## src/rtl/core/pion_nucleon_xsec_log_table_interp_macros.svh

```systemverilog
// assertion macros for the pion-nucleon cross-section block
// expects clk and arst_n in the scope of each use
`ifndef PION_NUCLEON_XSEC_LOG_TABLE_INTERP_MACROS_SVH
`define PION_NUCLEON_XSEC_LOG_TABLE_INTERP_MACROS_SVH

// same-cycle implication
`define PNX_ASSERT_NOW(lbl, ante, cons, msg) \
	lbl: assert property (@(posedge clk) disable iff (!arst_n) (ante) |-> (cons)) \
		else $error(msg);

// next-cycle implication
`define PNX_ASSERT_NEXT(lbl, ante, cons, msg) \
	lbl: assert property (@(posedge clk) disable iff (!arst_n) (ante) |=> (cons)) \
		else $error(msg);

`endif

```

## src/rtl/core/pnx_pkg.sv

```systemverilog
// shared types, tables and constants for the pion-nucleon cross-section block
// no dependencies
`default_nettype none

package pnx_pkg;

	localparam int unsigned ENERGY_FRAC_BITS_DEF = 16;
	localparam int unsigned LOG_FRAC = 20;
	localparam int unsigned SQRT_STEPS = 32;
	localparam int unsigned LOG_STEPS = LOG_FRAC;
	localparam int unsigned NUM_BINS = 60;
	localparam int unsigned ADDR_W = 3;

	localparam logic [31:0] MASS_SQ_RESET = 32'd83665600;
	localparam logic REG_MASS_SQ = 1'b0;

	localparam logic [31:0] LOG10_2_Q32 = 32'd1292913986;
	localparam logic signed [31:0] U_OFFSET_Q20 = 32'sd20447232;
	localparam logic [11:0] LAST_BIN = 12'd58;
	localparam logic [5:0] TOP_IDX = 6'd59;
	localparam logic [22:0] OUT_MAX = 23'd8388607;
	localparam logic [20:0] RAMP_K_INEL = 21'd987681;
	localparam logic [20:0] RAMP_K_TOTAL = 21'd2012494;
	// rounding of thousandths*2^20 to Q16: (v + 8000) / 16000, split as >>7 then /125
	localparam logic [12:0] ROUND_HALF = 13'd8000;
	localparam logic [31:0] RECIP_125 = 32'd2199023256;
	localparam int unsigned RECIP_SHIFT = 38;

	typedef struct packed {
		logic command;
		logic [31:0] energy_q16;
	} req_t;

	typedef struct packed {
		logic [22:0] cross_section_q16;
		logic below_threshold;
	} rsp_t;

	// one step of the square root row
	typedef struct packed {
		logic sel;
		logic [63:0] rad;
		logic [63:0] root;
	} sqrt_t;

	// normalise and log rows
	typedef struct packed {
		logic sel;
		logic [31:0] p;
		logic [4:0] k;
		logic [31:0] m;
		logic [19:0] frac;
	} cell_t;

	localparam logic [16:0] TAB_INEL [NUM_BINS] = '{
		17'd1596, 17'd3192, 17'd5692, 17'd5596, 17'd3788, 17'd6528,
		17'd22931, 17'd43462, 17'd55580, 17'd36761, 17'd19754, 17'd12588,
		17'd12914, 17'd12500, 17'd13707, 17'd15082, 17'd19671, 17'd16860,
		17'd21708, 17'd29128, 17'd21752, 17'd22444, 17'd23698, 17'd23847,
		17'd23067, 17'd25336, 17'd25366, 17'd25273, 17'd24646, 17'd24003,
		17'd23636, 17'd23615, 17'd23029, 17'd22667, 17'd22434, 17'd21901,
		17'd21763, 17'd22235, 17'd20177, 17'd21707, 17'd20827, 17'd21102,
		17'd21028, 17'd21155, 17'd20932, 17'd20577, 17'd20865, 17'd21122,
		17'd21193, 17'd21081, 17'd20611, 17'd20788, 17'd20591, 17'd20514,
		17'd20796, 17'd20813, 17'd20425, 17'd20460, 17'd20495, 17'd20530
	};

	localparam logic [16:0] TAB_TOTAL [NUM_BINS] = '{
		17'd3252, 17'd6504, 17'd12316, 17'd18314, 17'd22600, 17'd31435,
		17'd53933, 17'd84872, 17'd102626, 17'd87084, 17'd60234, 17'd39922,
		17'd32804, 17'd28935, 17'd27952, 17'd29439, 17'd36824, 17'd31814,
		17'd35152, 17'd50062, 17'd39079, 17'd35741, 17'd37390, 17'd35575,
		17'd34043, 17'd34363, 17'd34171, 17'd32990, 17'd32110, 17'd31316,
		17'd30621, 17'd29918, 17'd29134, 17'd28461, 17'd27985, 17'd27208,
		17'd26749, 17'd27111, 17'd25047, 17'd26357, 17'd25393, 17'd25777,
		17'd25467, 17'd25305, 17'd25008, 17'd24814, 17'd24662, 17'd24481,
		17'd24453, 17'd24336, 17'd24099, 17'd24098, 17'd24010, 17'd23908,
		17'd23992, 17'd24058, 17'd23805, 17'd23808, 17'd23811, 17'd23815
	};

	function automatic logic [16:0] tab_value(input logic sel, input logic [5:0] idx);
		logic [16:0] val;
		val = 17'd0;
		if (idx <= TOP_IDX) begin
			val = sel ? TAB_TOTAL[idx] : TAB_INEL[idx];
		end
		return val;
	endfunction

endpackage

`default_nettype wire

```

## src/rtl/core/pnx_norm_cell.sv

```systemverilog
// one stage of the leading-one normaliser: shift left when the top bits are clear
// depends on pnx_pkg
`default_nettype none

module pnx_norm_cell
	import pnx_pkg::*;
#(
	parameter int unsigned SHIFT = 1
) (
	input wire logic clk,
	input wire logic arst_n,
	input wire logic en,
	input wire logic in_valid,
	input wire cell_t in_data,
	output logic out_valid,
	output cell_t out_data
);

	cell_t nxt;

	always_comb begin
		nxt = in_data;
		if (in_data.m[31:32-SHIFT] == '0) begin
			nxt.m = in_data.m << SHIFT;
			nxt.k = in_data.k - 5'(SHIFT);
		end
	end

	always_ff @(posedge clk or negedge arst_n) begin
		if (!arst_n) begin
			out_valid <= 1'b0;
		end else if (en) begin
			out_valid <= in_valid;
		end
	end

	always_ff @(posedge clk) begin
		if (en) begin
			out_data <= nxt;
		end
	end

endmodule

`default_nettype wire

```

## config.mk

```make
export PLATFORM = sky130hd
export DESIGN_NAME = pnx_norm_cell
export DESIGN_NICKNAME = d
export VERILOG_FILES = /design/src/rtl/core/pion_nucleon_xsec_log_table_interp_macros.svh /design/src/rtl/core/pnx_pkg.sv /design/src/rtl/core/pnx_norm_cell.sv
export SDC_FILE = /design/constraint.sdc
export NUM_CORES = 1
export LEC_CHECK = 0
export ABC_AREA = 1
export BUFFER_PORTS_ARGS = -buffer_cell sky130_fd_sc_hd__buf_4
export CAP_MARGIN = 15
export CORE_MARGIN = 2
export CORE_UTILIZATION = 47
export DETAILED_ROUTE_END_ITERATION = 10
export PLACE_DENSITY = 0.84
export SYNTH_ARGS = -nofsm -noshare
export SYNTH_HDL_FRONTEND = slang
export SYNTH_SLANG_ARGS = --single-unit
```

## constraint.sdc

```tcl
create_clock -name clk -period 1.7 [get_ports clk]
set_input_delay 0.085 -clock clk [delete_from_list [all_inputs] [get_ports clk]]
set_output_delay 0.085 -clock clk [all_outputs]
set_load 0.01 [all_outputs]
```

# After elaboration in Yosys (flattened, before gate mapping)
# Index checks and enable logic that the tools add are counted.
# word_totals
register_bits	91
latch_bits	0
mem_bits_rw	0
rom_bits	0
word_cells	10
mem_count	0
# classes
n_addsub	1
n_mul	0
div	0
magnitude_cmp	0
n_eq_ne	0
shifts	0
n_mux	1
bitwise_logic	0
reduce_logical	0
# ops
op	n
2-to-1 mux 37 bit	1
subtractor 5 x 1 -> 5 bit (second input constant)	1

# Logic depth before layout (Yosys ltp)
# logic_depth
ltp_word	2
depth_mapped	7
mapped_depth_nobuf	7

# Worst setup path before layout
# No wires, ideal clock.
# synth_path
kind	input to register
startpoint	in in_data[52] (netlist bit)
endpoint	reg out_data[56] (netlist bit), data pin
setup_ps	252
arrival_ps	541
required_time_ps	1448
path_slack_ps	906
cell_stages	7
cell_sequence	inv_1 ha_1 inv_1 nor2_1 nand2_1 nand2_1 nand2_1
# synth_rtl
item	line	source
from (decl)	pnx_norm_cell.sv:14	input wire cell_t in_data,
to (signal assigned)	pnx_norm_cell.sv:39	out_data <= nxt;
to (decl)	pnx_norm_cell.sv:16	output cell_t out_data

==> results.md <==
* Grt total ovfl at 0
* Critical path arrival at 1.54 ns
* Syn-to-layout area delta at 78.0%
* Final Setup Violations at 0
* Critical path class: in2reg
* ANT nets after route at 0
* Synthesized area per cell at 15.4 µm²
* Min-delay src: in_data[54]
* DIE HEIGHT at between 80 and 90 µm
* Initial Utilization at 48.8%
* Pin count of the biggest net entering global routing at 44
* Drt via density at 5.10
* WL final at 13400 µm
* DR WL/cell at approximately 22 µm
* Final min period at 1.42 ns
* Fin. Hold Viols at 0
* CTS tree: built
* Synth unique cells at 15
* Clock Root Buffer: clkbuf_8
* Flop-to-flop setup slack at 0.93 ns
* #FFs+latches synth at 91
* Post-Synthesis Net Count at 312
* Port Buffer Count at 184
* Final HPWL DP at 6470 µm
* Die width at 88.2 µm
* Worst Setup Start Kind: primary input
* Cell Rows at 30
* MaxCap Viol Count at 0
* Rel. slew slack at 71.3%
* Number of global-route vias before repair at 3100
* Total CTS buffers at 9
* Async SR Flop Fraction at 1.10%
* Yosys warns at 0
* Worst hold slack at 0.0434 ns
* Synthesized area at between 3000 and 4000 µm²
* Dominant synthesized flop cell: edfxtp_1
* Core area at just under 7000 µm²
* Post-CTS setup buffer count at 0
* Final Util at 86.8%
* Final Max Tran Viols at 0
* Power per cell area at 868 nW/µm²
* CTS clk-pin slew, worst paths at approximately 0.1 ns
* DRC viols at 0
* I/O Pins at 185
* Top cells by area, synth: edfxtp_1, nand2_1, nand2_2
* Initial DRT Pass Iterations at 5
* R2r endpoint: out_valid
* R2r startpoint: out_valid
* Global-route wire length before repair at 18600 µm
* RD Place Congestion at 0.766
* Most frequent cell after synthesis: edfxtp_1
* Critical path required time at 1.82 ns
* Post-synth EDFFs at 90
* Post-synth top area share at 81.1%
* Area leader, netlist: edfxtp_1
* Worst skew pair latency at roughly 0.36 ns
* Share of cells above drive strength 1 at 42.2%
* Worst Reg-to-Reg Cells at 2
* Crit-path max FO at 2
* Post-Syn Instances at 217
* Seq/Total Area, Yosys at 81.9%
* Sink Count at 91
* Final net count at 599
* Leak Pwr at 2.65 nW
* VDD IR max at 0.000733 V
* RSZ-0062 raised after global routing: false
* Least-Margin Pin Slew at ~0.43 ns
* Clk buf depth at 2
* H-tree Lvls at 3
* Initial antenna violation count at 0
* Critical path origin: in_data[25]
* Gr usage total at 34.5%
* 1st-iter DRT viols at 372
* Hold endpoint: out_data[54]
* Placed Area at roughly 4800 µm²
* Setup_tns at 0 ns
* HP Class: in2reg
* Design Area, Final at 5930 µm²
* Top cells by count, synth: edfxtp_1, nand2_1, nand2_2
* Clock skew at 0 ns
* Outcome: finished, final reports clean
* Achievable frequency at around 700 MHz
* Worst Hold Depth at 2
* Worst Setup End Kind: flop
* ANT cells at 0
* Die ar. at 7780 µm²
* Via count at 3083
* Final Cycle Share at around 84%
==> worst max path at each step <==
stage | end | slack (ns) | cells after the start
final | out_data[25] | 0.28 | 5
after detailed placement | out_data[54] | 0.65 | 4
after floorplan | out_data[56] | 0.91 | 7
after global placement | out_data[54] | 0.67 | 4
after CTS | out_data[29] | 0.41 | 5
after global routing | out_data[25] | 0.29 | 5
==> layer usage <==
metal	global-route usage (%)	vias up	wire length, µm
met3	12.2	51	1440
met2	56.1	259	6570
met4	17.5	0	658
met5	0	-	0
met1	40.8	1460	4760
li1	-	1313	-
==> worst max-delay path, stage by stage <==
cell and delay [ns]:
dlygate4sd3_1 0.54, buf_4 0.15, nand2_1 0.09, nand2_1 0.09
dlygate4sd3_1 0.58
==> placed cells by master, fill, tap and decap left out <==
cell,count
inv_8,1
clkinv_2,1
buf_12,2
nor2_1,4
clkinv_4,2
clkinv_1,1
nand2_1,86
nand3b_1,1
dlygate4sd3_1,97
nand3_1,1
o21ai_0,3
clkbuf_8,9
clkinvlp_4,1
inv_1,7
nand2_2,13
xnor2_1,2
dfrtp_1,1
buf_4,184
inv_6,2
ha_1,1
edfxtp_1,90
==> registers in the layout (all words and copies together) (netlist names) <==
signal and cells:
out_valid 1, out_data 90
==> cell type report <==
cell class | instances | area [µm²]
Clock inverter | 7 | 51.3
Clock buffer | 9 | 124
Inverter | 8 | 37.5
Tap cell | 96 | 120
Sequential cell | 91 | 2730
Timing Repair Buffer | 283 | 2390
Multi-Input combinational cell | 111 | 477
Fill cell | 295 | 902
==> through the flow <==
step | cells | power, mW | setup slack, ns
floorplan | 217 | 3.00 | 0.906
global placement | 492 | 3.49 | 0.669
detailed placement | 492 | 3.53 | 0.650
CTS | 605 | 5.02 | 0.405
global route | 605 | 5.30 | 0.295
finish | 605 | 5.14 | 0.280
==> timing repair <==
action	CTS	global route
hold endpoints to repair	88	0
hold buffers	97	0
gates resized for setup	0	0
==> cell families after synthesis <==
kind of cell / Yosys count / synth area share, %
adder cells (fa/ha/maj): 1 / 0.375
AND/OR/NAND/NOR: 105 / 13.0
XOR/XNOR: 2 / 0.526
flip-flops: 91 / 81.9
buffers and inverters: 15 / 3.83
AO/OA/AOI/OAI: 3 / 0.450
==> where the power goes <==
part / switching, mW / internal (mW)
Sequential: 0.0816 / 2.68
Combinational: 0.451 / 0.551
Clock: 0.839 / 0.540
Total: 1.37 / 3.77
Power figures use the tool's default switching activity.
