===== src/rtl/core/pion_nucleon_xsec_log_table_interp_macros.svh =====
// assertion macros for the pion-nucleon cross-section block
// expects clk and arst_n in the scope of each use
`ifndef PION_NUCLEON_XSEC_LOG_TABLE_INTERP_MACROS_SVH
`define PION_NUCLEON_XSEC_LOG_TABLE_INTERP_MACROS_SVH

// same-cycle implication
`define PNX_ASSERT_NOW(lbl, ante, cons, msg) \
	lbl: assert property (@(posedge clk) disable iff (!arst_n) (ante) |-> (cons)) \
		else $error(msg);

// next-cycle implication
`define PNX_ASSERT_NEXT(lbl, ante, cons, msg) \
	lbl: assert property (@(posedge clk) disable iff (!arst_n) (ante) |=> (cons)) \
		else $error(msg);

`endif


===== src/rtl/core/pnx_pkg.sv =====
// shared types, tables and constants for the pion-nucleon cross-section block
// no dependencies
`default_nettype none

package pnx_pkg;

	localparam int unsigned ENERGY_FRAC_BITS_DEF = 16;
	localparam int unsigned LOG_FRAC = 20;
	localparam int unsigned SQRT_STEPS = 32;
	localparam int unsigned LOG_STEPS = LOG_FRAC;
	localparam int unsigned NUM_BINS = 60;
	localparam int unsigned ADDR_W = 3;

	localparam logic [31:0] MASS_SQ_RESET = 32'd83665600;
	localparam logic REG_MASS_SQ = 1'b0;

	localparam logic [31:0] LOG10_2_Q32 = 32'd1292913986;
	localparam logic signed [31:0] U_OFFSET_Q20 = 32'sd20447232;
	localparam logic [11:0] LAST_BIN = 12'd58;
	localparam logic [5:0] TOP_IDX = 6'd59;
	localparam logic [22:0] OUT_MAX = 23'd8388607;
	localparam logic [20:0] RAMP_K_INEL = 21'd987681;
	localparam logic [20:0] RAMP_K_TOTAL = 21'd2012494;
	// rounding of thousandths*2^20 to Q16: (v + 8000) / 16000, split as >>7 then /125
	localparam logic [12:0] ROUND_HALF = 13'd8000;
	localparam logic [31:0] RECIP_125 = 32'd2199023256;
	localparam int unsigned RECIP_SHIFT = 38;

	typedef struct packed {
		logic command;
		logic [31:0] energy_q16;
	} req_t;

	typedef struct packed {
		logic [22:0] cross_section_q16;
		logic below_threshold;
	} rsp_t;

	// one step of the square root row
	typedef struct packed {
		logic sel;
		logic [63:0] rad;
		logic [63:0] root;
	} sqrt_t;

	// normalise and log rows
	typedef struct packed {
		logic sel;
		logic [31:0] p;
		logic [4:0] k;
		logic [31:0] m;
		logic [19:0] frac;
	} cell_t;

	localparam logic [16:0] TAB_INEL [NUM_BINS] = '{
		17'd1596, 17'd3192, 17'd5692, 17'd5596, 17'd3788, 17'd6528,
		17'd22931, 17'd43462, 17'd55580, 17'd36761, 17'd19754, 17'd12588,
		17'd12914, 17'd12500, 17'd13707, 17'd15082, 17'd19671, 17'd16860,
		17'd21708, 17'd29128, 17'd21752, 17'd22444, 17'd23698, 17'd23847,
		17'd23067, 17'd25336, 17'd25366, 17'd25273, 17'd24646, 17'd24003,
		17'd23636, 17'd23615, 17'd23029, 17'd22667, 17'd22434, 17'd21901,
		17'd21763, 17'd22235, 17'd20177, 17'd21707, 17'd20827, 17'd21102,
		17'd21028, 17'd21155, 17'd20932, 17'd20577, 17'd20865, 17'd21122,
		17'd21193, 17'd21081, 17'd20611, 17'd20788, 17'd20591, 17'd20514,
		17'd20796, 17'd20813, 17'd20425, 17'd20460, 17'd20495, 17'd20530
	};

	localparam logic [16:0] TAB_TOTAL [NUM_BINS] = '{
		17'd3252, 17'd6504, 17'd12316, 17'd18314, 17'd22600, 17'd31435,
		17'd53933, 17'd84872, 17'd102626, 17'd87084, 17'd60234, 17'd39922,
		17'd32804, 17'd28935, 17'd27952, 17'd29439, 17'd36824, 17'd31814,
		17'd35152, 17'd50062, 17'd39079, 17'd35741, 17'd37390, 17'd35575,
		17'd34043, 17'd34363, 17'd34171, 17'd32990, 17'd32110, 17'd31316,
		17'd30621, 17'd29918, 17'd29134, 17'd28461, 17'd27985, 17'd27208,
		17'd26749, 17'd27111, 17'd25047, 17'd26357, 17'd25393, 17'd25777,
		17'd25467, 17'd25305, 17'd25008, 17'd24814, 17'd24662, 17'd24481,
		17'd24453, 17'd24336, 17'd24099, 17'd24098, 17'd24010, 17'd23908,
		17'd23992, 17'd24058, 17'd23805, 17'd23808, 17'd23811, 17'd23815
	};

	function automatic logic [16:0] tab_value(input logic sel, input logic [5:0] idx);
		logic [16:0] val;
		val = 17'd0;
		if (idx <= TOP_IDX) begin
			val = sel ? TAB_TOTAL[idx] : TAB_INEL[idx];
		end
		return val;
	endfunction

endpackage

`default_nettype wire


===== src/rtl/core/pnx_log_cell.sv =====
// one squaring step of the log2 fraction: square the mantissa, take one bit
// depends on pnx_pkg
`default_nettype none

module pnx_log_cell
	import pnx_pkg::*;
(
	input wire logic clk,
	input wire logic arst_n,
	input wire logic en,
	input wire logic in_valid,
	input wire cell_t in_data,
	output logic out_valid,
	output cell_t out_data
);

	logic [63:0] sq;
	logic [32:0] sh;
	cell_t nxt;

	always_comb begin
		sq = 64'(in_data.m) * 64'(in_data.m);
		sh = sq[63:31];
		nxt = in_data;
		if (sh[32]) begin
			nxt.frac = {in_data.frac[18:0], 1'b1};
			nxt.m = sh[32:1];
		end else begin
			nxt.frac = {in_data.frac[18:0], 1'b0};
			nxt.m = sh[31:0];
		end
	end

	always_ff @(posedge clk or negedge arst_n) begin
		if (!arst_n) begin
			out_valid <= 1'b0;
		end else if (en) begin
			out_valid <= in_valid;
		end
	end

	always_ff @(posedge clk) begin
		if (en) begin
			out_data <= nxt;
		end
	end

endmodule

`default_nettype wire


===== config.mk =====
export PLATFORM = sky130hd
export DESIGN_NAME = pnx_log_cell
export DESIGN_NICKNAME = d
export VERILOG_FILES = /design/src/rtl/core/pion_nucleon_xsec_log_table_interp_macros.svh /design/src/rtl/core/pnx_pkg.sv /design/src/rtl/core/pnx_log_cell.sv
export SDC_FILE = /design/constraint.sdc
export NUM_CORES = 2
export LEC_CHECK = 0
export ABC_AREA = 1
export BUFFER_PORTS_ARGS = -buffer_cell sky130_fd_sc_hd__buf_2
export CORE_MARGIN = 3
export CORE_UTILIZATION = 53
export DETAILED_ROUTE_END_ITERATION = 8
export HOLD_SLACK_MARGIN = 0.12
export PLACE_DENSITY = 0.71
export SLEW_MARGIN = 20
export SYNTH_ARGS = -nofsm -noshare
export SYNTH_HDL_FRONTEND = slang
export SYNTH_SLANG_ARGS = --single-unit

===== constraint.sdc =====
create_clock -name clk -period 0.95 [get_ports clk]
set_input_delay 0.095 -clock clk [delete_from_list [all_inputs] [get_ports clk]]
set_output_delay 0.095 -clock clk [all_outputs]
set_load 0.02 [all_outputs]

Yosys cells after proc, flatten, opt, wreduce, memory -nomap -nowiden --
Cells that the tools add are included.
Operators by class: multipliers 1, muxes and demuxes 1
Operator list (number):
- multiplier 32 x 32 -> 64 bit | 1
- 2-to-1 mux 51 bit | 1
Word-level totals: output and inout port bits 91, flip-flop bits (word level) 91, logic and storage cells 9

Depth between registers and ports, before layout --
depth in word-level cells 2, gate-level depth with buffers 36

Least setup slack after synthesis --
Ideal clock, no wire load.
path type input-to-reg, from input in_data[32] in the netlist's numbering, to register out_data[30] in the netlist's numbering (data pin), library setup time 0.252 ns, data required time 0.698 ns, setup slack -5.830 ns, stages 30, arrival time 6.527 ns, path through clkbuf_1 -> clkbuf_1 -> buf_1 -> nand2_1 -> fa_1 -> inv_1 -> fa_1 -> fa_1 -> inv_1 -> fa_1 -> inv_1 -> fa_1 -> inv_1 -> fa_1 -> inv_1 -> fa_1 -> fa_1 -> ha_1 -> nand2_1 -> nor2_1 -> nand2_1 -> nor2_1 -> nand2_1 -> nand2_1 -> nand2_2 -> nand3_1 -> nand2_4 -> buf_12 -> nand2_2 -> nand2_1
RTL lines:
- start, declared | line pnx_log_cell.sv:12 | input wire cell_t in_data,
- end signal, assigned | line pnx_log_cell.sv:44 | out_data <= nxt;
- end, declared | line pnx_log_cell.sv:14 | output cell_t out_data

==> results.tsv <==
metric	value	unit
crit_arrival	6470	ps
clk_path_buf_depth	2	
grt_start_max_net_pins	31	
tightest_slew	395.2	ps
grt_pass1_vias	31160	
cts_tree	yes	
max_cap_viol_count	0	
violations	negative setup slack	
pin_count	185	
fmax	0.1574	GHz
hold_viol	0	
nFillCells	4859	
rsz0062_at_grt	true	
cp_max_fo	8	
setup_viol	124	
synth_warnings	0	
layout_common_cells	inv_1, nand2_1, fa_1, buf_4, ha_1	
clk-insertion-delay-late	380	ps
track_usage	0.2914	
dr.pass1.iters	6	
placed_area	40970	µm²
syn_area_per_cell	8.163	µm²
start_kind	input port	
cp.required	1060	ps
hp-class	in2reg	
synth-seq-cells	91	
floorplan.die_area	68610	µm²
hpwlAfterDp	80470	µm
gp_congestion	0.9550	
vias	28820	
syn_area	34720	µm²
design_area	44690	µm²
post-route-drc-count	0	
coreArea	64580	µm²
io_buffers	183	
setup_tns	-182420	ps
status	complete, but fails checks	
worstSetupPathType	in2reg	
clkTransAtPathRegs	90	ps
overflow	0	
synth_cells	4253	
drt_wl_total	98140	µm
syn_nets	5438	
dp_slack	-6196	ps
cp-end-kind	register	
final_common_cell	inv_1	
drt-initial-drc-count	1826	
layout-drive-gt1-share	0.2335	
start_util	0.5376	
ant_nets	0	
placementRows	93	
wl_per_cell	16.67	µm
period_minus_slack	6354	ps
area_growth	28.72	%
relSlewSlack	0.7357	
fin_crit_sh	6.689	
ctsHtreeMaxLevel	3	
skew	0	ps
antenna_found_initial	0	
final_nets	6212	
slew_violations	0	
fp.dieH	261.9	µm
clkSinkCount	91	
worst_slack	-5404	ps
n_antenna_cell	0	
ys_types	38	
final_util	0.6920	
routed_via_density	4.895	
numCtsBuffers	9	
fp.dieW	261.9	µm
seq_area_frac_synth	0.07857	
cts_root_buf	clkbuf_16	
grt_pass1_wl	156400	µm
worst max-delay path, cell delays in order:
cell and delay, ps:
buf_12 120, buf_12 140, nand2_4 80, inv_2 30
fa_1 500, buf_4 160, fa_1 490, fa_1 570
fa_1 450, fa_2 630, fa_1 420, fa_1 490
inv_1 50, fa_1 510, inv_2 50, ha_4 310
nand2_4 80, nor2_4 120, nand2_2 90, inv_2 80
nand2_4 50, nor3_4 150, nand2_4 110, buf_6 140
nand3_4 210, nand2_8 130, nand2_2 90, nand2_1 70
path summary, 6_finish.rpt:
kind	depth (start not counted)	from	to	slack, ps
max	28	in_data[33]	out_data[33]	-5400
min	2	en	out_valid	120
max reg2reg	1	out_valid	out_valid	150
min reg2reg	1	out_valid	out_valid	590
max in group asynchronous	3	arst_n	out_valid	300
min in group asynchronous	3	arst_n	out_valid	540
state kept, by name (all words and copies together) (netlist names):
register,count
out_data,90
out_valid,1
cells by family (layout without fill, tap and decap cells):
| kind of cell | after synthesis | in the layout | synth area share |
|---|---|---|---|
| AOI/OAI and AO/OA | 115 | 115 | 0.01961 |
| xor gates and xnor gates | 49 | 49 | 0.01236 |
| adders and majority gates | 1091 | 1091 | 0.5642 |
| buffers and inverters | 1550 | 2326 | 0.1692 |
| DFF | 91 | 91 | 0.07857 |
| muxes | 1 | 1 | 0.0003243 |
| and+or+nand+nor | 1356 | 1359 | 0.1557 |
repair_timing:
item | in CTS | in global routing
cloned | 7 | 4
resized for setup | 337 | 291
hold buffers | 60 | 0
endpoints found under the setup margin | 124 | 124
setup buffers | 22 | 14
endpoints found under the hold margin | 59 | 0
pin swaps | 122 | 139
cell usage after synthesis, drive strengths merged:
cell / count / area share
nor4: 4 / 0.00072
nand3: 69 / 0.0099
clkbuf: 89 / 0.0096
nor3: 9 / 0.0021
a21oi: 61 / 0.0090
ha: 300 / 0.11
o21ai: 17 / 0.0025
o21a: 1 / 0.00022
buf: 20 / 0.0038
xor2: 33 / 0.0083
a31oi: 2 / 0.00036
or2: 5 / 0.00090
o21bai: 23 / 0.0050
nand3b: 6 / 0.0013
and2: 4 / 0.00072
mux2: 1 / 0.00032
a21o: 4 / 0.00086
a31o: 6 / 0.0015
fa: 791 / 0.46
nand2: 1121 / 0.12
nor2: 117 / 0.013
a21boi: 1 / 0.00022
xnor2: 16 / 0.0040
and3: 1 / 0.00018
inv: 1441 / 0.16
nand4: 20 / 0.0036
edfxtp: 90 / 0.078
dfrtp: 1 / 0.00072
routing by layer:
layer / routed length, µm / global-route usage / up-vias
met3: 5310 / 0.04144 / 247
met2: 51010 / 0.5214 / 841
li1: - / - / 13480
met1: 37890 / 0.3646 / 14250
met4: 3929 / 0.09495 / 0
met5: 0 / 0 / -
final cells by class:
class | instances | area (µm²) | share of cell area
clock buffer | 9 | 225.2 | 0.005040
clock inverter | 7 | 83.83 | 0.001876
inverter | 1441 | 5409 | 0.1210
multi-input combinational | 2615 | 27530 | 0.6159
sequential | 91 | 2728 | 0.06104
tap | 855 | 1070 | 0.02394
timing repair buffer | 869 | 7647 | 0.1711
through the flow:
step / cells / hold WS, ps
detailed placement: 5764 / -127.7
floorplan: 4253 / -200.6
global route: 5887 / 114.3
finish: 5887 / 117.3
global placement: 5764 / -129.3
CTS: 5869 / 124.4
Power is not shown: default switching activity piles up to over one toggle a cycle in this logic, so the estimate is an artifact.
