### config.mk
export PLATFORM = sky130hd
export DESIGN_NAME = pnx_interp
export DESIGN_NICKNAME = d
export VERILOG_FILES = /design/src/rtl/core/pion_nucleon_xsec_log_table_interp_macros.svh /design/src/rtl/core/pnx_pkg.sv /design/src/rtl/core/pnx_interp.sv
export SDC_FILE = /design/constraint.sdc
export NUM_CORES = 2
export LEC_CHECK = 0
export BUFFER_PORTS_ARGS = -buffer_cell sky130_fd_sc_hd__buf_2
export CORE_ASPECT_RATIO = 1.4
export CORE_MARGIN = 2
export CORE_UTILIZATION = 45
export CTS_CLUSTER_DIAMETER = 40
export DETAILED_ROUTE_END_ITERATION = 7
export GPL_TIMING_DRIVEN = 1
export MAX_ROUTING_LAYER = met4
export PLACE_DENSITY = 0.58
export SYNTH_ARGS = -nofsm -noshare
export SYNTH_HDL_FRONTEND = slang
export SYNTH_SLANG_ARGS = --single-unit
### constraint.sdc
create_clock -name clk -period 13.3 [get_ports clk]
set_clock_uncertainty 0.05 [all_clocks]
set_input_delay 3.99 -clock clk [delete_from_list [all_inputs] [get_ports clk]]
set_output_delay 3.99 -clock clk [all_outputs]
set_load 0.03 [all_outputs]
### src/rtl/core/pion_nucleon_xsec_log_table_interp_macros.svh
// assertion macros for the pion-nucleon cross-section block
// expects clk and arst_n in the scope of each use
`ifndef PION_NUCLEON_XSEC_LOG_TABLE_INTERP_MACROS_SVH
`define PION_NUCLEON_XSEC_LOG_TABLE_INTERP_MACROS_SVH

// same-cycle implication
`define PNX_ASSERT_NOW(lbl, ante, cons, msg) \
	lbl: assert property (@(posedge clk) disable iff (!arst_n) (ante) |-> (cons)) \
		else $error(msg);

// next-cycle implication
`define PNX_ASSERT_NEXT(lbl, ante, cons, msg) \
	lbl: assert property (@(posedge clk) disable iff (!arst_n) (ante) |=> (cons)) \
		else $error(msg);

`endif

### src/rtl/core/pnx_pkg.sv
// shared types, tables and constants for the pion-nucleon cross-section block
// no dependencies
`default_nettype none

package pnx_pkg;

	localparam int unsigned ENERGY_FRAC_BITS_DEF = 16;
	localparam int unsigned LOG_FRAC = 20;
	localparam int unsigned SQRT_STEPS = 32;
	localparam int unsigned LOG_STEPS = LOG_FRAC;
	localparam int unsigned NUM_BINS = 60;
	localparam int unsigned ADDR_W = 3;

	localparam logic [31:0] MASS_SQ_RESET = 32'd83665600;
	localparam logic REG_MASS_SQ = 1'b0;

	localparam logic [31:0] LOG10_2_Q32 = 32'd1292913986;
	localparam logic signed [31:0] U_OFFSET_Q20 = 32'sd20447232;
	localparam logic [11:0] LAST_BIN = 12'd58;
	localparam logic [5:0] TOP_IDX = 6'd59;
	localparam logic [22:0] OUT_MAX = 23'd8388607;
	localparam logic [20:0] RAMP_K_INEL = 21'd987681;
	localparam logic [20:0] RAMP_K_TOTAL = 21'd2012494;
	// rounding of thousandths*2^20 to Q16: (v + 8000) / 16000, split as >>7 then /125
	localparam logic [12:0] ROUND_HALF = 13'd8000;
	localparam logic [31:0] RECIP_125 = 32'd2199023256;
	localparam int unsigned RECIP_SHIFT = 38;

	typedef struct packed {
		logic command;
		logic [31:0] energy_q16;
	} req_t;

	typedef struct packed {
		logic [22:0] cross_section_q16;
		logic below_threshold;
	} rsp_t;

	// one step of the square root row
	typedef struct packed {
		logic sel;
		logic [63:0] rad;
		logic [63:0] root;
	} sqrt_t;

	// normalise and log rows
	typedef struct packed {
		logic sel;
		logic [31:0] p;
		logic [4:0] k;
		logic [31:0] m;
		logic [19:0] frac;
	} cell_t;

	localparam logic [16:0] TAB_INEL [NUM_BINS] = '{
		17'd1596, 17'd3192, 17'd5692, 17'd5596, 17'd3788, 17'd6528,
		17'd22931, 17'd43462, 17'd55580, 17'd36761, 17'd19754, 17'd12588,
		17'd12914, 17'd12500, 17'd13707, 17'd15082, 17'd19671, 17'd16860,
		17'd21708, 17'd29128, 17'd21752, 17'd22444, 17'd23698, 17'd23847,
		17'd23067, 17'd25336, 17'd25366, 17'd25273, 17'd24646, 17'd24003,
		17'd23636, 17'd23615, 17'd23029, 17'd22667, 17'd22434, 17'd21901,
		17'd21763, 17'd22235, 17'd20177, 17'd21707, 17'd20827, 17'd21102,
		17'd21028, 17'd21155, 17'd20932, 17'd20577, 17'd20865, 17'd21122,
		17'd21193, 17'd21081, 17'd20611, 17'd20788, 17'd20591, 17'd20514,
		17'd20796, 17'd20813, 17'd20425, 17'd20460, 17'd20495, 17'd20530
	};

	localparam logic [16:0] TAB_TOTAL [NUM_BINS] = '{
		17'd3252, 17'd6504, 17'd12316, 17'd18314, 17'd22600, 17'd31435,
		17'd53933, 17'd84872, 17'd102626, 17'd87084, 17'd60234, 17'd39922,
		17'd32804, 17'd28935, 17'd27952, 17'd29439, 17'd36824, 17'd31814,
		17'd35152, 17'd50062, 17'd39079, 17'd35741, 17'd37390, 17'd35575,
		17'd34043, 17'd34363, 17'd34171, 17'd32990, 17'd32110, 17'd31316,
		17'd30621, 17'd29918, 17'd29134, 17'd28461, 17'd27985, 17'd27208,
		17'd26749, 17'd27111, 17'd25047, 17'd26357, 17'd25393, 17'd25777,
		17'd25467, 17'd25305, 17'd25008, 17'd24814, 17'd24662, 17'd24481,
		17'd24453, 17'd24336, 17'd24099, 17'd24098, 17'd24010, 17'd23908,
		17'd23992, 17'd24058, 17'd23805, 17'd23808, 17'd23811, 17'd23815
	};

	function automatic logic [16:0] tab_value(input logic sel, input logic [5:0] idx);
		logic [16:0] val;
		val = 17'd0;
		if (idx <= TOP_IDX) begin
			val = sel ? TAB_TOTAL[idx] : TAB_INEL[idx];
		end
		return val;
	endfunction

endpackage

`default_nettype wire

### src/rtl/core/pnx_interp.sv
// tail of the pipe: log10, bin select, ramp, interpolation and rounding
// depends on pnx_pkg
`default_nettype none

module pnx_interp
	import pnx_pkg::*;
#(
	parameter int unsigned ENERGY_FRAC_BITS = ENERGY_FRAC_BITS_DEF
) (
	input wire logic clk,
	input wire logic arst_n,
	input wire logic en,
	input wire logic in_valid,
	input wire cell_t in_data,
	output logic out_valid,
	output rsp_t out_data
);

	logic [7:1] vld_q;

	// stage 1: log2 to log10 product
	logic signed [6:0] kf;
	logic signed [26:0] l2;
	logic signed [59:0] prod_s1;
	logic zero_s1, sel_s1;
	logic [31:0] p_s1;

	// stage 2: bin coordinate
	logic signed [27:0] lg;
	logic signed [31:0] lg_ext, u;
	logic signed [31:0] u_s2;
	logic zero_s2, sel_s2;
	logic [31:0] p_s2;

	// stage 3: lookup and ramp product
	logic [11:0] n;
	logic hi;
	logic [5:0] idx0, idx1;
	logic [16:0] base, nxt_val;
	logic [52:0] ramp_s3;
	logic [16:0] base_s3;
	logic signed [17:0] diff_s3;
	logic [19:0] f_s3;
	logic zero_s3, neg_s3;

	// stage 4: slope product and ramp shift
	logic [52:0] ramp_sh;
	logic signed [38:0] fd_s4;
	logic [16:0] base_s4;
	logic [22:0] ramp_s4;
	logic zero_s4, neg_s4;

	// stage 5: sum and first rounding shift
	logic signed [39:0] v, vr;
	logic [30:0] w_s5;
	logic [22:0] ramp_s5;
	logic zero_s5, neg_s5;

	// stage 6: reciprocal multiply for /125
	logic [62:0] q_s6;
	logic [22:0] ramp_s6;
	logic zero_s6, neg_s6;

	// stage 7: result
	logic [24:0] r;
	rsp_t res;

	always_comb begin
		kf = $signed({2'b00, in_data.k}) - $signed(7'(ENERGY_FRAC_BITS));
		l2 = $signed({kf, 20'b0}) + $signed({7'b0, in_data.frac});
	end

	always_comb begin
		lg = prod_s1[59:32];
		lg_ext = 32'(lg);
		u = (lg_ext <<< 4) + (lg_ext <<< 2) + U_OFFSET_Q20;
	end

	always_comb begin
		n = u_s2[31:20];
		hi = (n > LAST_BIN);
		idx0 = hi ? TOP_IDX : n[5:0];
		idx1 = hi ? TOP_IDX : n[5:0] + 6'd1;
		base = tab_value(sel_s2, idx0);
		nxt_val = tab_value(sel_s2, idx1);
	end

	always_comb begin
		ramp_sh = ramp_s3 >> ENERGY_FRAC_BITS;
		v = $signed({3'b000, base_s4, 20'b0}) + 40'(fd_s4);
		vr = v[39] ? 40'sd0 : v;
	end

	always_comb begin
		r = q_s6[62:RECIP_SHIFT];
		res.below_threshold = zero_s6;
		if (zero_s6) begin
			res.cross_section_q16 = '0;
		end else if (neg_s6) begin
			res.cross_section_q16 = ramp_s6;
		end else if (r > 25'(OUT_MAX)) begin
			res.cross_section_q16 = OUT_MAX;
		end else begin
			res.cross_section_q16 = r[22:0];
		end
	end

	always_ff @(posedge clk or negedge arst_n) begin
		if (!arst_n) begin
			vld_q <= '0;
		end else if (en) begin
			vld_q <= {vld_q[6:1], in_valid};
		end
	end

	always_ff @(posedge clk) begin
		if (en) begin
			prod_s1 <= 60'(l2) * $signed({28'b0, LOG10_2_Q32});
			zero_s1 <= (in_data.p == '0);
			sel_s1 <= in_data.sel;
			p_s1 <= in_data.p;

			u_s2 <= u;
			zero_s2 <= zero_s1;
			sel_s2 <= sel_s1;
			p_s2 <= p_s1;

			ramp_s3 <= 53'(p_s2) * 53'(sel_s2 ? RAMP_K_TOTAL : RAMP_K_INEL);
			base_s3 <= base;
			diff_s3 <= $signed({1'b0, nxt_val}) - $signed({1'b0, base});
			f_s3 <= hi ? 20'd0 : u_s2[19:0];
			zero_s3 <= zero_s2;
			neg_s3 <= u_s2[31];

			fd_s4 <= $signed({19'b0, f_s3}) * 39'(diff_s3);
			base_s4 <= base_s3;
			ramp_s4 <= (ramp_sh > 53'(OUT_MAX)) ? OUT_MAX : ramp_sh[22:0];
			zero_s4 <= zero_s3;
			neg_s4 <= neg_s3;

			w_s5 <= 31'((vr + 40'(ROUND_HALF)) >>> 7);
			ramp_s5 <= ramp_s4;
			zero_s5 <= zero_s4;
			neg_s5 <= neg_s4;

			q_s6 <= 63'(w_s5) * 63'(RECIP_125);
			ramp_s6 <= ramp_s5;
			zero_s6 <= zero_s5;
			neg_s6 <= neg_s5;

			out_data <= res;
		end
	end

	assign out_valid = vld_q[7];

endmodule

`default_nettype wire

### After elaboration in Yosys (flattened, before gate mapping)

Memory sizes are Yosys's and may differ from the RTL's.
Index checks and enable logic that the tools add are counted.
Widths: inputs -> output; s select.

* add/subtract/negate cells: 8
* $mul: 4
* $lt $le $gt $ge: 7
* mux-type cells: 18
* bitwise logic cells: 2
* reduce and logical (&&, ||, !) cells: 1

Operators by type and width (count)
* $mux 17: 12
* $mul 31x29->60 const B: 1
* $mul 27x31->58 const B: 1
* $mul 32x21->53: 1
* $mux 23: 2
* $add 38x39->40: 1
* $mul 21x18->39: 1
* $add 38x13->38 const B: 1
* $mux 38: 1
* $gt 37x23->1 const B: 1
* $add 31x29->32: 1
* $add 32x26->32 const B: 1
* $logic_not 32->1: 1
* $add 26x21->27: 1
* $gt 25x23->1 const B: 1
* $mux 21: 1
* $sub 17x17->18: 1
* $ge 7x7->1 const B: 2
* $not 6->7: 2
* $gt 12x6->1 const B: 1
* $le 6x6->1 const B: 2
* $mux 6: 2
* $add 6x1->6 const B: 1
* $sub 5x5->6 const B: 1

* bits in registers: 521
* memory bits (read-only): 4352
* output and inout bits: 25
* memories kept: 4

Memories
* (no name shown): words 64, width 17, rd ports 1, clocked after Yosys merged registers in 0, write ports 0, line pnx_pkg.sv:85 `val = sel ? TAB_TOTAL[idx] : TAB_INEL[idx];`
* (no name shown): words 64, width 17, rd ports 1, clocked after Yosys merged registers in 0, write ports 0, line pnx_pkg.sv:85
* (no name shown): words 64, width 17, rd ports 1, clocked after Yosys merged registers in 0, write ports 0, line pnx_pkg.sv:85
* (no name shown): words 64, width 17, rd ports 1, clocked after Yosys merged registers in 0, write ports 0, line pnx_pkg.sv:85

### Logic depth before layout (Yosys ltp)

* depth after elaboration: 9
* depth in mapped cells: 33
* gate-level depth less buffers: 28

### Least setup slack after synthesis

No wires, ideal clock.

* path type: input to register
* start point: input in_data[19] (netlist name)
* end point: register prod_s1[57] (data pin)
* data arrival time: 9.395 ns
* required time: 12.988 ns
* path slack: 3.593 ns
* cell stages on the path: 21
* path buffers: 0
* cell sequence: inv_1 ha_1 fa_1 fa_1 fa_1 fa_1 fa_1 inv_1 fa_1 ha_1 a21o_1 a21o_1 a221oi_1 o21ai_0 a21oi_2 o21ai_2 a311oi_2 o21ai_1 a21oi_1 o21bai_1 xor2_1

* longest elaborated chain between the ends: 2

Ends and longest elaborated chain
* start, declared: line pnx_interp.sv:14 `input wire cell_t in_data,`
* $add 26x21->27: line pnx_interp.sv:70 `l2 = $signed({kf, 20'b0}) + $signed({7'b0, in_data.frac});`
* $mul 27x31->58: line pnx_interp.sv:118 `prod_s1 <= 60'(l2) * $signed({28'b0, LOG10_2_Q32});`
* end signal, assigned: line pnx_interp.sv:118
* end, declared: line pnx_interp.sv:24 `logic signed [59:0] prod_s1;`

No other way between the ends.
A chain may end at the register's enable or synchronous reset.

### Worst setup path in the final report

* start point: input in_data[19] (netlist name)
* end point: register, netlist name prod_s1[58]

* longest elaborated chain between the ends: 2

Ends and longest elaborated chain (line)
* $add 26x21->27: pnx_interp.sv:70
* $mul 27x31->58: pnx_interp.sv:118

No other way between the ends.

==> impl_metrics.toml <==
[outcome]
status = "finished, final reports clean"

[worst_setup_path]
cpMostUsedCell = "fa_1"
critPathKind = "in2reg"
worst_path_largest_cell_delay_ns = 0.69
path_delay_family = "adder cells"
slowest_stage = "a2111oi_1"
crit_chain = "buf_2 > inv_1 > ha_1 > fa_1 > fa_1 > fa_1 > fa_1 > fa_1 > inv_1 > fa_1 > ha_1 > a21o_1 > a21o_1 > a221oi_1 > o21ai_0 > a21oi_2 > o21ai_2 > nor4_1 > nor3_1 > a2111oi_1 > xnor2_1"
crit_path_max_fanout = 7
required_ns = 13.61
end_kind = "register"
critPathArrivalTime_ns = 10.57
startpoint_type = "input port"
critical_path_buf_inv_count = 3

[synthesis]
synthArstFlopShare_pct = 1.63
synth-seq-cells = 429
ys.flop_type = "edfxtp_1"
ys_warn_count = 0
ys_seq_area_share_pct = 17.9
ys_types = 97
syn_area_um2 = 71700
avgSynthCellArea_um2 = 9.99
synth_edf_count = 422
netlist_instances = 7179

[routing]
vias = 49600
ant_nets = 0
wl_per_cell_um = 19.2
via_per_inst = 5.30
totalWireLength_mm = 180
drc = 0
drt_iter0_drc = 2736
dr.pass1.iters = 5

[sta]
final_hold_viol_count = 0
timing.final.crit_share_pct = 77.2
setup_tns_ns = 0
worstMarginPinSlew_ns = 1.20
finalSetupViolCount = 0
fmax_mhz = 97.4
relSlewSlack_pct = 19.6
rsz0062_at_grt = "false"
min_period_ns = 10.26
maxSlewViolCount = 0

[global_routing]
overflow = 0
grt_pass1_wl_mm = 289
antenna_found_initial = 3
first_global_vias = 53500
grt_max_degree = 173
grt_use_total_pct = 23.3

[cells_and_area]
nFillCells = 14900
final_cell_mix = "1644 x inv_1, 1140 x fa_1, 1123 x ha_1"
layout_commonest_cell = "inv_1"
layout.nets = 9575
layout-drive-gt1-share_pct = 4.71
area_growth_pct = 6.72

[hold_path]
hold_class = "reg2reg"

[floorplanning]
rows = 173
die_x_um = 341
die_area_um2 = 163000
boundaryPins = 119
dieHeight_um = 476
fp.coreArea_um2 = 158000
start_util_pct = 45.3

[clock_network]
cts_buffers = 55
cts_setup_buffers = 0
clockBufferDepth = 3
cts_sinks = 429
cts_tree = "done"
ctsHtreeMaxLevel = 2
hold_buffers = 0
clkTransAtPathRegs_ns = 0.06
root_buffer = "clkbuf_16"
clock_latency_ns = 0.65
cts_resized = 0

[place]
port_buffers = 86
gp_congestion = 0.926
place_hpwl_mm = 147

[run]
maxCapViolCount = 0
sequential cells by signal (all words and copies together) (netlist names), 7 cells and up:
register,flops
prod_s1,27
q_s6,25
diff_s3,18
base_s4,17
out_data,24
base_s3,17
fd_s4,33
u_s2,30
p_s2,32
ramp_s5,23
ramp_s3,37
vld_q,7
ramp_s4,23
w_s5,31
ramp_s6,23
p_s1,32
f_s3,18
cells by family after synthesis:
family | count (synthesis) | share of synthesized area [%]
AOI/OAI and AO/OA | 941 | 8.58
xor gates and xnor gates | 215 | 2.63
adders and majority gates | 2263 | 51.4
buffers and inverters | 1878 | 9.88
DFF | 429 | 17.9
muxes | 17 | 0.270
other | 2 | 0.0105
and+or+nand+nor | 1434 | 9.33
layout make-up:
class / instances / area (µm²) / area share (%)
Multi-Input combinational cell: 4932 / 52100 / 68.0
Sequential cell: 429 / 12800 / 16.8
Inverter: 1654 / 6210 / 8.11
Tap cell: 2100 / 2630 / 3.43
Clock buffer: 61 / 1400 / 1.83
Timing Repair Buffer: 146 / 916 / 1.20
Clock inverter: 41 / 488 / 0.637
Antenna cell: 1 / 2.50 / 0.00327
metrics by stage:
step	cell area [µm²]	setup WS [ns]	hold WS (ns)	cells	utilization [%]
floorplan	72000	3.59	0.350	7239	-
global placement	74700	2.34	0.351	9261	47.1
detailed placement	74700	2.27	0.355	9261	47.1
CTS	76600	2.96	0.362	9363	48.3
global route	76600	2.79	0.372	9364	48.3
finish	76600	3.04	0.364	9364	48.3
worst register-to-register path, stage by stage, from the launching register on:
cell      delay, ns
edfxtp_1       0.35
buf_4          0.63
nand2_1        0.51
inv_1          0.44
ha_1           0.23
inv_1          0.06
fa_1           0.53
inv_1          0.05
fa_1           0.50
fa_1           0.52
inv_1          0.05
fa_1           0.47
inv_1          0.05
fa_1           0.51
fa_1           0.49
ha_1           0.31
and4_1         0.28
nand3_1        0.13
a221o_1        0.42
a311oi_2       0.47
a21oi_1        0.31
o21ai_1        0.27
nand3_1        0.14
o211ai_1       0.24
a31o_2         0.21
a21oi_1        0.08
xnor2_1        0.13
final timing paths:
| kind | from | to | slack [ns] | depth (start not counted) |
|---|---|---|---|---|
| min in group asynchronous | arst_n | vld_q[2] | 3.13 | 1 |
| max in group asynchronous | arst_n | vld_q[6] | 9.92 | 1 |
| worst max register to register | sel_s2 | ramp_s3[52] | 4.61 | 26 |
| worst min-delay path | base_s3[5] | base_s4[5] | 0.36 | 0 |
| worst min register to register | base_s3[5] | base_s4[5] | 0.36 | 0 |
| worst max-delay path | in_data[19] | prod_s1[58] | 3.04 | 21 |
cell usage after synthesis (74+ instances only):
cell	n	area share (%)
clkbuf_1	176	0.92
ha_1	1123	20
inv_1	1644	8.6
nor2b_1	75	0.65
xnor2_1	142	1.7
a21o_1	93	0.97
nor3_1	87	0.61
fa_1	1140	32
nand3_1	74	0.52
o21ai_0	168	1.2
and2_1	155	1.4
a21oi_1	269	1.9
nand2_1	481	2.5
nor2_1	378	2.0
edfxtp_1	422	18
layer usage:
layer | global-route usage (%) | up-vias | wire length [µm]
met5 | - | - | 0
met4 | 9.19 | 0 | 7900
met3 | 1.65 | 401 | 5630
met2 | 42.1 | 1113 | 96500
met1 | 26.7 | 25000 | 69500
li1 | - | 23100 | -
Power is left out: the tool's default activity adds up to more than one toggle a clock period on the data nets, which glitch-free logic cannot reach.
